<file path="src/sv/alst_pkg.sv">
package alst_pkg;

    // Field widths of the request and result channels
    localparam int KIND_W   = 3;
    localparam int VALUE_W  = 32;
    localparam int POS_W    = 6;
    localparam int STATUS_W = 3;
    localparam int COUNT_W  = 7;

    // Default list capacity
    localparam int DEPTH_DEF = 64;

    typedef enum logic [KIND_W-1:0] {
        K_PUSH   = 3'd0,
        K_POP    = 3'd1,
        K_INSERT = 3'd2,
        K_DELETE = 3'd3,
        K_FIND   = 3'd4,
        K_READ   = 3'd5,
        K_REMOVE = 3'd6
    } t_kind;

    typedef enum logic [STATUS_W-1:0] {
        ST_OK       = 3'd0,
        ST_FULL     = 3'd1,
        ST_EMPTY    = 3'd2,
        ST_BADPOS   = 3'd3,
        ST_NOTFOUND = 3'd4
    } t_status;

    // Kind of memory walk
    typedef enum logic [1:0] {
        WK_INS  = 2'd0,
        WK_DEL  = 2'd1,
        WK_FIND = 2'd2,
        WK_REM  = 2'd3
    } t_walk;

    // Commands from controller to datapath
    typedef struct packed {
        logic    load;
        logic    wr_word;
        logic    wr_at_pos;
        logic    rd_last;
        logic    rd_pos;
        logic    fill_inc;
        logic    fill_dec;
        logic    fill_keep;
        logic    walk_init;
        t_walk   walk;
        logic    scan;
        logic    find_hit;
        logic    finish;
        t_status status;
        logic    take_rd;
        logic    take_fp;
    } t_cmd;

    // Status from datapath to controller
    typedef struct packed {
        logic empty;
        logic full;
        logic pos_gt_fill;
        logic pos_ge_fill;
        logic pos_eq_fill;
        logic pos_last;
        logic more;
        logic dvalid;
        logic hit;
        logic keep_eq_fill;
        logic out_free;
    } t_sts;

endpackage

</file>
<file path="src/sv/alst_if.sv">
interface alst_req_if;
    logic                              valid;
    logic                              ready;
    logic [alst_pkg::KIND_W-1:0]       kind;
    logic signed [alst_pkg::VALUE_W-1:0] value;
    logic [alst_pkg::POS_W-1:0]        position;

    modport source (output valid, kind, value, position, input ready);
    modport sink (input valid, kind, value, position, output ready);
endinterface

interface alst_rsp_if;
    logic                                valid;
    logic                                ready;
    logic [alst_pkg::STATUS_W-1:0]       status;
    logic signed [alst_pkg::VALUE_W-1:0] read_value;
    logic [alst_pkg::POS_W-1:0]          found_position;
    logic [alst_pkg::COUNT_W-1:0]        count;

    modport source (output valid, status, read_value, found_position, count, input ready);
    modport sink (input valid, status, read_value, found_position, count, output ready);
endinterface

</file>
<file path="src/sv/alst_ctrl.sv">
module alst_ctrl (
    input  logic                        i_clk,
    input  logic                        i_rst_n,
    input  logic                        i_in_valid,
    output logic                        o_in_ready,
    input  logic [alst_pkg::KIND_W-1:0] i_kind,
    input  alst_pkg::t_sts              i_sts,
    output alst_pkg::t_cmd              o_cmd
);

    typedef enum logic [3:0] {
        S_IDLE  = 4'b0001,
        S_CHECK = 4'b0010,
        S_SCAN  = 4'b0100,
        S_DONE  = 4'b1000
    } t_state;

    t_state            r_state, n_state;
    alst_pkg::t_kind   r_kind, n_kind;
    alst_pkg::t_status r_status, n_status;
    logic              r_take_rd, n_take_rd;
    logic              r_take_fp, n_take_fp;

    // Sequence one request at a time
    always_comb begin
        n_state   = r_state;
        n_kind    = r_kind;
        n_status  = r_status;
        n_take_rd = r_take_rd;
        n_take_fp = r_take_fp;
        o_cmd     = '0;
        o_in_ready = 1'b0;
        unique case (r_state)
            S_IDLE: begin
                o_in_ready = 1'b1;
                if (i_in_valid) begin
                    o_cmd.load = 1'b1;
                    n_kind     = alst_pkg::t_kind'(i_kind);
                    n_status   = alst_pkg::ST_OK;
                    n_take_rd  = 1'b0;
                    n_take_fp  = 1'b0;
                    n_state    = S_CHECK;
                end
            end
            S_CHECK: begin
                n_state = S_DONE;
                unique case (r_kind)
                    alst_pkg::K_PUSH: begin
                        if (i_sts.full) begin
                            n_status = alst_pkg::ST_FULL;
                        end else begin
                            o_cmd.wr_word  = 1'b1;
                            o_cmd.fill_inc = 1'b1;
                        end
                    end
                    alst_pkg::K_POP: begin
                        if (i_sts.empty) begin
                            n_status = alst_pkg::ST_EMPTY;
                        end else begin
                            o_cmd.rd_last  = 1'b1;
                            o_cmd.fill_dec = 1'b1;
                            n_take_rd      = 1'b1;
                        end
                    end
                    alst_pkg::K_INSERT: begin
                        if (i_sts.pos_gt_fill) begin
                            n_status = alst_pkg::ST_BADPOS;
                        end else if (i_sts.full) begin
                            n_status = alst_pkg::ST_FULL;
                        end else if (i_sts.pos_eq_fill) begin
                            o_cmd.wr_word   = 1'b1;
                            o_cmd.wr_at_pos = 1'b1;
                            o_cmd.fill_inc  = 1'b1;
                        end else begin
                            o_cmd.walk_init = 1'b1;
                            o_cmd.walk      = alst_pkg::WK_INS;
                            n_state         = S_SCAN;
                        end
                    end
                    alst_pkg::K_DELETE: begin
                        if (i_sts.empty) begin
                            n_status = alst_pkg::ST_EMPTY;
                        end else if (i_sts.pos_ge_fill) begin
                            n_status = alst_pkg::ST_BADPOS;
                        end else if (i_sts.pos_last) begin
                            o_cmd.fill_dec = 1'b1;
                        end else begin
                            o_cmd.walk_init = 1'b1;
                            o_cmd.walk      = alst_pkg::WK_DEL;
                            n_state         = S_SCAN;
                        end
                    end
                    alst_pkg::K_FIND: begin
                        if (i_sts.empty) begin
                            n_status = alst_pkg::ST_NOTFOUND;
                        end else begin
                            o_cmd.walk_init = 1'b1;
                            o_cmd.walk      = alst_pkg::WK_FIND;
                            n_state         = S_SCAN;
                        end
                    end
                    alst_pkg::K_READ: begin
                        if (i_sts.empty) begin
                            n_status = alst_pkg::ST_EMPTY;
                        end else if (i_sts.pos_ge_fill) begin
                            n_status = alst_pkg::ST_BADPOS;
                        end else begin
                            o_cmd.rd_pos = 1'b1;
                            n_take_rd    = 1'b1;
                        end
                    end
                    alst_pkg::K_REMOVE: begin
                        if (i_sts.empty) begin
                            n_status = alst_pkg::ST_NOTFOUND;
                        end else begin
                            o_cmd.walk_init = 1'b1;
                            o_cmd.walk      = alst_pkg::WK_REM;
                            n_state         = S_SCAN;
                        end
                    end
                    default: begin
                        // unused kind: report ok, change nothing
                        n_status = alst_pkg::ST_OK;
                    end
                endcase
            end
            S_SCAN: begin
                o_cmd.scan = 1'b1;
                if (r_kind == alst_pkg::K_FIND && i_sts.hit) begin
                    // stop at the first match
                    o_cmd.find_hit = 1'b1;
                    n_take_fp      = 1'b1;
                    n_state        = S_DONE;
                end else if (!i_sts.more && !i_sts.dvalid) begin
                    n_state = S_DONE;
                    unique case (r_kind)
                        alst_pkg::K_INSERT: begin
                            o_cmd.wr_word   = 1'b1;
                            o_cmd.wr_at_pos = 1'b1;
                            o_cmd.fill_inc  = 1'b1;
                        end
                        alst_pkg::K_DELETE: begin
                            o_cmd.fill_dec = 1'b1;
                        end
                        alst_pkg::K_REMOVE: begin
                            o_cmd.fill_keep = 1'b1;
                            n_status = i_sts.keep_eq_fill ? alst_pkg::ST_NOTFOUND
                                                          : alst_pkg::ST_OK;
                        end
                        default: begin
                            n_status = alst_pkg::ST_NOTFOUND;
                        end
                    endcase
                end
            end
            S_DONE: begin
                // hand the result over once the output register is free
                if (i_sts.out_free) begin
                    o_cmd.finish  = 1'b1;
                    o_cmd.status  = r_status;
                    o_cmd.take_rd = r_take_rd;
                    o_cmd.take_fp = r_take_fp;
                    n_state       = S_IDLE;
                end
            end
            default: begin
                n_state = S_IDLE;
            end
        endcase
    end

    always_ff @(posedge i_clk) begin
        if (!i_rst_n) begin
            r_state <= S_IDLE;
        end else begin
            r_state <= n_state;
        end
        r_kind    <= n_kind;
        r_status  <= n_status;
        r_take_rd <= n_take_rd;
        r_take_fp <= n_take_fp;
    end

endmodule

</file>
<file path="src/sv/alst_dpath.sv">
module alst_dpath #(
    parameter int DEPTH = alst_pkg::DEPTH_DEF
) (
    input  logic                                 i_clk,
    input  logic                                 i_rst_n,
    input  logic signed [alst_pkg::VALUE_W-1:0]  i_value,
    input  logic [alst_pkg::POS_W-1:0]           i_position,
    input  alst_pkg::t_cmd                       i_cmd,
    output alst_pkg::t_sts                       o_sts,
    output logic                                 o_out_valid,
    input  logic                                 i_out_ready,
    output logic [alst_pkg::STATUS_W-1:0]        o_status,
    output logic signed [alst_pkg::VALUE_W-1:0]  o_read_value,
    output logic [alst_pkg::POS_W-1:0]           o_found_position,
    output logic [alst_pkg::COUNT_W-1:0]         o_count
);

    localparam int AW = $clog2(DEPTH);
    localparam int FW = $clog2(DEPTH + 1);
    localparam int CW = ((FW > alst_pkg::POS_W) ? FW : alst_pkg::POS_W) + 1;

    logic [alst_pkg::VALUE_W-1:0] mem [DEPTH];

    logic [alst_pkg::VALUE_W-1:0] r_value;
    logic [alst_pkg::POS_W-1:0]   r_pos;
    logic [FW-1:0]                r_fill;
    logic [FW-1:0]                r_keep;
    logic [AW-1:0]                r_rptr;
    logic [AW-1:0]                r_stop;
    logic [AW-1:0]                r_didx;
    logic [AW-1:0]                r_fpos;
    logic                         r_more;
    logic                         r_dvalid;
    alst_pkg::t_walk              r_walk;
    logic [alst_pkg::VALUE_W-1:0] r_rdata;
    logic                         r_out_valid;
    alst_pkg::t_status            r_o_status;
    logic [alst_pkg::VALUE_W-1:0] r_o_rd;
    logic [alst_pkg::POS_W-1:0]   r_o_fp;
    logic [alst_pkg::COUNT_W-1:0] r_o_count;

    logic [CW-1:0]                pos_ext;
    logic [CW-1:0]                fill_ext;
    logic [AW-1:0]                pos_a;
    logic [AW-1:0]                last_a;
    logic                         step;
    logic                         wstage;
    logic                         rd_en;
    logic [AW-1:0]                rd_addr;
    logic                         we;
    logic [AW-1:0]                wa;
    logic [alst_pkg::VALUE_W-1:0] wd;
    logic                         mismatch;

    assign pos_ext  = CW'(r_pos);
    assign fill_ext = CW'(r_fill);
    assign pos_a    = AW'(r_pos);
    assign last_a   = AW'(r_fill - FW'(1));
    assign step     = i_cmd.scan && r_more;
    assign wstage   = i_cmd.scan && r_dvalid;
    assign mismatch = (r_rdata != r_value);

    // Report list conditions to the controller
    always_comb begin
        o_sts.empty        = (r_fill == '0);
        o_sts.full         = (r_fill == FW'(DEPTH));
        o_sts.pos_gt_fill  = (pos_ext > fill_ext);
        o_sts.pos_ge_fill  = (pos_ext >= fill_ext);
        o_sts.pos_eq_fill  = (pos_ext == fill_ext);
        o_sts.pos_last     = ((pos_ext + CW'(1)) == fill_ext);
        o_sts.more         = r_more;
        o_sts.dvalid       = r_dvalid;
        o_sts.hit          = r_dvalid && !mismatch;
        o_sts.keep_eq_fill = (r_keep == r_fill);
        o_sts.out_free     = !r_out_valid || i_out_ready;
    end

    // Select the read address
    always_comb begin
        rd_en   = 1'b1;
        rd_addr = r_rptr;
        if (step) begin
            rd_addr = r_rptr;
        end else if (i_cmd.rd_last) begin
            rd_addr = last_a;
        end else if (i_cmd.rd_pos) begin
            rd_addr = pos_a;
        end else begin
            rd_en = 1'b0;
        end
    end

    // Select the write: a new word, or a word moved by the walk
    always_comb begin
        we = 1'b0;
        wa = r_didx;
        wd = r_rdata;
        if (i_cmd.wr_word) begin
            we = 1'b1;
            wa = i_cmd.wr_at_pos ? pos_a : AW'(r_fill);
            wd = r_value;
        end else if (wstage) begin
            case (r_walk)
                alst_pkg::WK_INS: begin
                    we = 1'b1;
                    wa = r_didx + AW'(1);
                end
                alst_pkg::WK_DEL: begin
                    we = 1'b1;
                    wa = r_didx - AW'(1);
                end
                alst_pkg::WK_REM: begin
                    we = mismatch;
                    wa = AW'(r_keep);
                end
                default: begin
                    we = 1'b0;
                end
            endcase
        end
    end

    // Entry store: one write and one registered read per cycle
    always_ff @(posedge i_clk) begin
        if (we) begin
            mem[wa] <= wd;
        end
        if (rd_en) begin
            r_rdata <= mem[rd_addr];
        end
    end

    // Capture the request and walk the entries
    always_ff @(posedge i_clk) begin
        if (i_cmd.load) begin
            r_value <= i_value;
            r_pos   <= i_position;
        end
        if (i_cmd.walk_init) begin
            r_walk <= i_cmd.walk;
            r_keep <= '0;
            case (i_cmd.walk)
                alst_pkg::WK_INS: begin
                    r_rptr <= last_a;
                    r_stop <= pos_a;
                end
                alst_pkg::WK_DEL: begin
                    r_rptr <= AW'(pos_ext + CW'(1));
                    r_stop <= last_a;
                end
                default: begin
                    r_rptr <= '0;
                    r_stop <= last_a;
                end
            endcase
        end else begin
            if (step) begin
                r_rptr <= (r_walk == alst_pkg::WK_INS) ? r_rptr - AW'(1)
                                                       : r_rptr + AW'(1);
            end
            if (i_cmd.scan) begin
                r_didx <= r_rptr;
            end
            if (wstage && r_walk == alst_pkg::WK_REM && mismatch) begin
                r_keep <= r_keep + FW'(1);
            end
        end
        if (i_cmd.find_hit) begin
            r_fpos <= r_didx;
        end
    end

    // Walk control flags and fill count
    always_ff @(posedge i_clk) begin
        if (!i_rst_n) begin
            r_fill   <= '0;
            r_more   <= 1'b0;
            r_dvalid <= 1'b0;
        end else begin
            if (i_cmd.walk_init) begin
                r_more   <= 1'b1;
                r_dvalid <= 1'b0;
            end else if (i_cmd.scan) begin
                r_dvalid <= step;
                if (step && r_rptr == r_stop) begin
                    r_more <= 1'b0;
                end
            end
            if (i_cmd.fill_inc) begin
                r_fill <= r_fill + FW'(1);
            end else if (i_cmd.fill_dec) begin
                r_fill <= r_fill - FW'(1);
            end else if (i_cmd.fill_keep) begin
                r_fill <= r_keep;
            end
        end
    end

    // Output register: hold the result until it is taken
    always_ff @(posedge i_clk) begin
        if (!i_rst_n) begin
            r_out_valid <= 1'b0;
        end else if (i_cmd.finish) begin
            r_out_valid <= 1'b1;
        end else if (i_out_ready) begin
            r_out_valid <= 1'b0;
        end
        if (i_cmd.finish) begin
            r_o_status <= i_cmd.status;
            r_o_rd     <= i_cmd.take_rd ? r_rdata : '0;
            r_o_fp     <= i_cmd.take_fp ? alst_pkg::POS_W'(r_fpos) : '0;
            r_o_count  <= alst_pkg::COUNT_W'(r_fill);
        end
    end

    assign o_out_valid      = r_out_valid;
    assign o_status         = r_o_status;
    assign o_read_value     = r_o_rd;
    assign o_found_position = r_o_fp;
    assign o_count          = r_o_count;

endmodule

</file>
<file path="src/sv/array_list_engine_unit.sv">
// Ordered list of signed 32-bit words with DEPTH places.
// Request channel i_req (valid/ready, kind, value, position): push, pop,
// insert, delete, find, read or remove every copy of a word. Result channel
// o_rsp (valid/ready, status, read_value, found_position, count) gives one
// result per request, in order.
// One request is worked at a time; i_req.ready is high only while the
// controller is idle. Push, pop, read, errors, the unused kind, an insert
// at the fill level and a delete of the last word go from the check state
// straight to the done state. Other inserts and deletes, find and remove
// walk the stored words through the single read port of the entry memory,
// one word a cycle, up to DEPTH words (64 by default); a find that hits
// stops at its first match. Once the result is registered the controller
// returns to idle, where it takes the next request.
// The result sits in an output register; the next request is accepted and
// worked while it waits, and only the handover of that request's result
// waits for o_rsp.ready.
// Reset empties the list (count zero) and drops any pending result; the
// memory itself is not cleared and needs no pass after reset.
module array_list_engine_unit #(
    parameter int DEPTH = alst_pkg::DEPTH_DEF
) (
    input  logic      i_clk,
    input  logic      i_rst_n,
    alst_req_if.sink  i_req,
    alst_rsp_if.source o_rsp
);

    alst_pkg::t_cmd cmd;
    alst_pkg::t_sts sts;

    alst_ctrl u_ctrl (
        .i_clk      (i_clk),
        .i_rst_n    (i_rst_n),
        .i_in_valid (i_req.valid),
        .o_in_ready (i_req.ready),
        .i_kind     (i_req.kind),
        .i_sts      (sts),
        .o_cmd      (cmd)
    );

    alst_dpath #(
        .DEPTH (DEPTH)
    ) u_dpath (
        .i_clk            (i_clk),
        .i_rst_n          (i_rst_n),
        .i_value          (i_req.value),
        .i_position       (i_req.position),
        .i_cmd            (cmd),
        .o_sts            (sts),
        .o_out_valid      (o_rsp.valid),
        .i_out_ready      (o_rsp.ready),
        .o_status         (o_rsp.status),
        .o_read_value     (o_rsp.read_value),
        .o_found_position (o_rsp.found_position),
        .o_count          (o_rsp.count)
    );

endmodule

</file>
<file path="src/flat_wrapper.sv">
// flat-port wrapper written by rule: the top's interface ports become plain ports
module array_list_engine_unit_flat 
#(
    parameter int DEPTH = alst_pkg::DEPTH_DEF
)
  (i_clk, i_rst_n, i_req_valid, i_req_kind, i_req_value, i_req_position, i_req_ready, o_rsp_valid, o_rsp_status, o_rsp_read_value, o_rsp_found_position, o_rsp_count, o_rsp_ready);
  alst_req_if i_req_i ();
  alst_rsp_if o_rsp_i ();
  input  logic i_clk;
  input  logic i_rst_n;
  input wire logic [$bits(i_req_i.valid)-1:0] i_req_valid;
  input wire logic [$bits(i_req_i.kind)-1:0] i_req_kind;
  input wire logic [$bits(i_req_i.value)-1:0] i_req_value;
  input wire logic [$bits(i_req_i.position)-1:0] i_req_position;
  output wire logic [$bits(i_req_i.ready)-1:0] i_req_ready;
  output wire logic [$bits(o_rsp_i.valid)-1:0] o_rsp_valid;
  output wire logic [$bits(o_rsp_i.status)-1:0] o_rsp_status;
  output wire logic [$bits(o_rsp_i.read_value)-1:0] o_rsp_read_value;
  output wire logic [$bits(o_rsp_i.found_position)-1:0] o_rsp_found_position;
  output wire logic [$bits(o_rsp_i.count)-1:0] o_rsp_count;
  input wire logic [$bits(o_rsp_i.ready)-1:0] o_rsp_ready;
  assign i_req_i.valid = i_req_valid;
  assign i_req_i.kind = i_req_kind;
  assign i_req_i.value = i_req_value;
  assign i_req_i.position = i_req_position;
  assign i_req_ready = i_req_i.ready;
  assign o_rsp_valid = o_rsp_i.valid;
  assign o_rsp_status = o_rsp_i.status;
  assign o_rsp_read_value = o_rsp_i.read_value;
  assign o_rsp_found_position = o_rsp_i.found_position;
  assign o_rsp_count = o_rsp_i.count;
  assign o_rsp_i.ready = o_rsp_ready;
  array_list_engine_unit #(.DEPTH(DEPTH)) u_core (.i_clk(i_clk), .i_rst_n(i_rst_n), .i_req(i_req_i), .o_rsp(o_rsp_i));
endmodule
</file>
<file path="config.mk">
export PLATFORM = sky130hd
export DESIGN_NAME = array_list_engine_unit_flat
export DESIGN_NICKNAME = d
export VERILOG_FILES = /design/src/sv/alst_pkg.sv /design/src/sv/alst_if.sv /design/src/sv/alst_ctrl.sv /design/src/sv/alst_dpath.sv /design/src/sv/array_list_engine_unit.sv /design/src/flat_wrapper.sv
export SDC_FILE = /design/constraint.sdc
export NUM_CORES = 2
export LEC_CHECK = 0
export BUFFER_PORTS_ARGS = -buffer_cell sky130_fd_sc_hd__clkbuf_2
export CAP_MARGIN = 15
export CORE_AREA = 2 2 450 452
export DETAILED_ROUTE_END_ITERATION = 8
export DIE_AREA = 0 0 452 454
export SETUP_SLACK_MARGIN = 0.2
export SKIP_CTS_REPAIR_TIMING = 1
export SLEW_MARGIN = 20
export SYNTH_ARGS = -nofsm -noshare
export SYNTH_HDL_FRONTEND = slang
export SYNTH_SLANG_ARGS = --single-unit
</file>
<file path="constraint.sdc">
create_clock -name i_clk -period 6.7 [get_ports i_clk]
set_input_delay 0.67 -clock i_clk [delete_from_list [all_inputs] [get_ports i_clk]]
set_output_delay 0.67 -clock i_clk [all_outputs]
set_load 0.005 [all_outputs]
</file>
==> results.json <==
{
  "rows": 165,
  "setup_ws_ns": 0.9156,
  "vias": 59999,
  "pre_cts_ws_ns": 1.093,
  "cts_tree": "done",
  "hpwl_mm": 181.3,
  "p_leak_nw": 34.29,
  "ys.flop_type": "edfxtp_1",
  "crit_type": "register to register",
  "gr-usage-all-layers": 0.2835,
  "ant_nets": 0,
  "finClkSkew_ns": 0.06575,
  "finalMaxSlewViolations": 0,
  "htree_levels": 4,
  "syn_area_sq_mm": 0.08982,
  "io-pin-count": 95,
  "path_cells": "inv_1 -> ha_1 -> or4b_4 -> o211ai_4 -> mux2_1 -> and3_4 -> nor2_8 -> buf_12 -> buf_4 -> mux2i_1 -> a221oi_1 -> o21ai_0 -> nand3_1 -> a32o_1",
  "avgSynthCellArea_sq_um": 13.45,
  "grt_max_degree": 128,
  "wl_mm": 297.1,
  "finalNetCount": 6915,
  "finalHoldWorstSlack_ns": 0.01903,
  "synth_nets": 6738,
  "crit_slowest_cell": "or4b_4",
  "grt_antenna_before_repair": 19,
  "first_pass_iters": 6,
  "io_buffer_count": 94,
  "viasPerCell": 6.178,
  "setup_tns_ns": 0,
  "place_congestion": 0.9430,
  "yosysSeqAreaShare": 0.7402,
  "ys_seq_elements": 2221,
  "netlist_instances": 6677,
  "rsz0062_at_grt": "no",
  "insertion_delay_ns": 0.89,
  "routedWlPerCell_microns": 30.59,
  "worst_setup_path_end_kind": "register",
  "clk_pin_slew_ns": 0.08,
  "dieArea_sq_mm": 0.2052,
  "grt_remaining_overflow": 0,
  "grt_first_pass_wirelength_mm": 416.0,
  "finalSetupViolations": 0,
  "path_buf_inv": 3,
  "hp-class": "input port to register",
  "drive_gt1_frac": 0.1206,
  "drv_cap": 0,
  "fp.dieH_microns": 454,
  "yosys_warnings": 0,
  "pwr_density_cell_mw_per_mm2": 277.8,
  "dp_cells": 9263,
  "fin_cells": 9712,
  "die_w_microns": 452,
  "finalCritPeriodShare": 0.8633,
  "core_region_area_sq_mm": 0.2009,
  "ys_types": 88,
  "initial_core_util": 0.4471,
  "cp_top_family": "simple AND/OR/NAND/NOR gates",
  "status": "finished clean",
  "area_growth_pct": 14.39,
  "cts_buffers": 219,
  "synth_edf_count": 2200,
  "worstMarginPinSlew_ns": 1.268,
  "slew_headroom": 0.1517,
  "worst_ep_required_time_ns": 7.34,
  "critPathMaxStageDelay_ns": 0.54,
  "clkSinkCount": 2221,
  "crit_fanout": 38,
  "worstPathArrival_ns": 6.43,
  "drt_iter0_markers": 8973,
  "clock_path_buffers": 3,
  "ys_async_sr_fraction": 0,
  "max_freq_mhz": 172.9,
  "grt_pass1_vias": 55060,
  "drc": 0,
  "critPathLaunchType": "register",
  "cts_root_buf": "clkbuf_16",
  "ir_drop_v": 0.0002359,
  "hold_viol": 0,
  "period_minus_slack_ns": 5.784
}
layout make-up:
| cell class | instances | area [sq um] |
|---|---|---|
| fill | 16694 | 98130 |
| sequential | 2221 | 66480 |
| multi-input combinational | 3954 | 21990 |
| clock buffer | 270 | 5777 |
| timing repair buffer | 430 | 3633 |
| tap | 2672 | 3343 |
| clock inverter | 130 | 1388 |
| inverter | 28 | 105.1 |
| antenna | 7 | 17.52 |
through the flow:
step | utilization | power, mW | cell area (sq um)
finish | 0.5115 | 28.54 | 102700
global route | 0.5114 | 29.19 | 102700
CTS | 0.5091 | 28.60 | 102300
detailed placement | 0.4734 | 16.39 | 95100
global placement | 0.4726 | 16.39 | 94940
floorplan | - | 15.98 | 89820
registers in the layout, summed over array words and instances (netlist names), 2 cells and up:
register and flops:
u_core.u_ctrl.r_kind 3, u_core.u_ctrl.r_state 4, u_core.u_ctrl.r_status 3, u_core.u_dpath.mem 2048, u_core.u_dpath.o_count 7, u_core.u_dpath.o_found_position 6, u_core.u_dpath.o_read_value 32, u_core.u_dpath.o_status 3
u_core.u_dpath.pos_a 6, u_core.u_dpath.r_didx 6, u_core.u_dpath.r_fill 7, u_core.u_dpath.r_fpos 6, u_core.u_dpath.r_keep 7, u_core.u_dpath.r_rdata 32, u_core.u_dpath.r_rptr 6, u_core.u_dpath.r_stop 6
u_core.u_dpath.r_value 32, u_core.u_dpath.r_walk 2
path summary, 6_finish.rpt:
path / startpoint / to / slack [ns] / cells past startpoint
setup / recovery: u_core.u_dpath.r_fill[1]$_SDFFE_PN0P_ / u_core.u_dpath.r_rdata[15]$_DFFE_PP_ / 0.92 / 14
hold / removal: i_req_value[19] / u_core.u_dpath.r_value[19]$_DFFE_PP_ / 0.02 / 1
setup reg to reg: u_core.u_dpath.r_fill[1]$_SDFFE_PN0P_ / u_core.u_dpath.r_rdata[15]$_DFFE_PP_ / 0.92 / 14
hold reg to reg: u_core.u_dpath.r_dvalid$_SDFFE_PP0P_ / u_core.u_dpath.r_dvalid$_SDFFE_PP0P_ / 0.55 / 2
routing by layer:
layer	global-route usage	up-vias	part of all wire
li1	-	25583	-
met1	0.3868	30159	0.39
met2	0.4232	3601	0.44
met3	0.06382	650	0.11
met4	0.1529	6	0.061
met5	0.004897	-	0.00059
worst reg2reg max path: stages (launching register included):
cell and delay [ns]:
dfxtp_1 0.44, inv_1 0.16, ha_1 0.22, or4b_4 0.54, o211ai_4 0.33, mux2_1 0.42
and3_4 0.33, nor2_8 0.54, buf_12 0.36, buf_4 0.43, mux2i_1 0.41, a221oi_1 0.13
o21ai_0 0.35, nand3_1 0.51, a32o_1 0.37
synthesized netlist by cell type (8+ instances only):
| library cell | count | area, sq um |
|---|---|---|
| nand3_1 | 738 | 3694 |
| o2111ai_1 | 35 | 306.5 |
| edfxtp_1 | 2200 | 66060 |
| nand4_1 | 200 | 1251 |
| buf_2 | 158 | 790.8 |
| ha_1 | 15 | 187.7 |
| or3_1 | 9 | 56.30 |
| nand2_1 | 1479 | 5552 |
| a221oi_1 | 37 | 324.1 |
| nor2_1 | 156 | 585.6 |
| o21ai_0 | 202 | 1011 |
| a31oi_1 | 137 | 857.1 |
| clkbuf_1 | 250 | 938.4 |
| nor2b_1 | 8 | 50.05 |
| nand2b_1 | 11 | 68.82 |
| xnor2_1 | 55 | 481.7 |
| inv_1 | 27 | 101.4 |
| and3_1 | 142 | 888.4 |
| buf_1 | 37 | 138.9 |
| buf_4 | 21 | 157.7 |
| a21oi_1 | 110 | 550.5 |
| dfxtp_1 | 21 | 420.4 |
| a211oi_1 | 139 | 1044 |
| nor3_1 | 11 | 55.05 |
| o21ai_1 | 39 | 195.2 |
| a32o_1 | 32 | 320.3 |
| buf_6 | 8 | 90.09 |
| mux2i_1 | 142 | 1421 |
| xor2_1 | 14 | 122.6 |
| o32ai_1 | 32 | 280.3 |
| a32oi_1 | 66 | 578.1 |
| and2_1 | 39 | 244.0 |
cell usage in the layout (no fill, tap or decap), types with 32 or more instances in the layout:
master and n:
clkinv_1 55, and2_1 39, a32oi_1 66, buf_4 252, a32o_1 32, a21oi_1 110, o21ai_1 38, nand3_1 737
xnor2_1 55, clkbuf_1 45, a211oi_1 136, edfxtp_1 2200, and3_1 141, clkbuf_16 223, mux2i_1 141, nand2_1 1443
nor2_4 70, buf_12 41, nand4_1 200, o21ai_0 202, clkbuf_2 94, nor2_1 86, o2111ai_1 35, dlygate4sd3_1 40
a221oi_1 35, a31oi_1 137
kinds of logic (layout without fill, tap and decap cells):
group / after synthesis / in the layout / synth area share
AO/OA/AOI/OAI: 893 / 893 / 0.06738
AND/OR/NAND/NOR: 2829 / 2829 / 0.1421
multiplexers: 146 / 146 / 0.01633
flip-flops: 2221 / 2221 / 0.7402
adder cells (fa/ha/maj): 16 / 16 / 0.002312
buffers and inverters: 502 / 858 / 0.02473
other: 0 / 7 / 0
XOR/XNOR: 70 / 70 / 0.006979
power by group:
group	switching [mW]	internal, mW	total (mW)
clock	5.30	7.10	12.4
sequential	0.153	15.3	15.4
combinational	0.519	0.210	0.729
(Power assumes the default switching activity.)
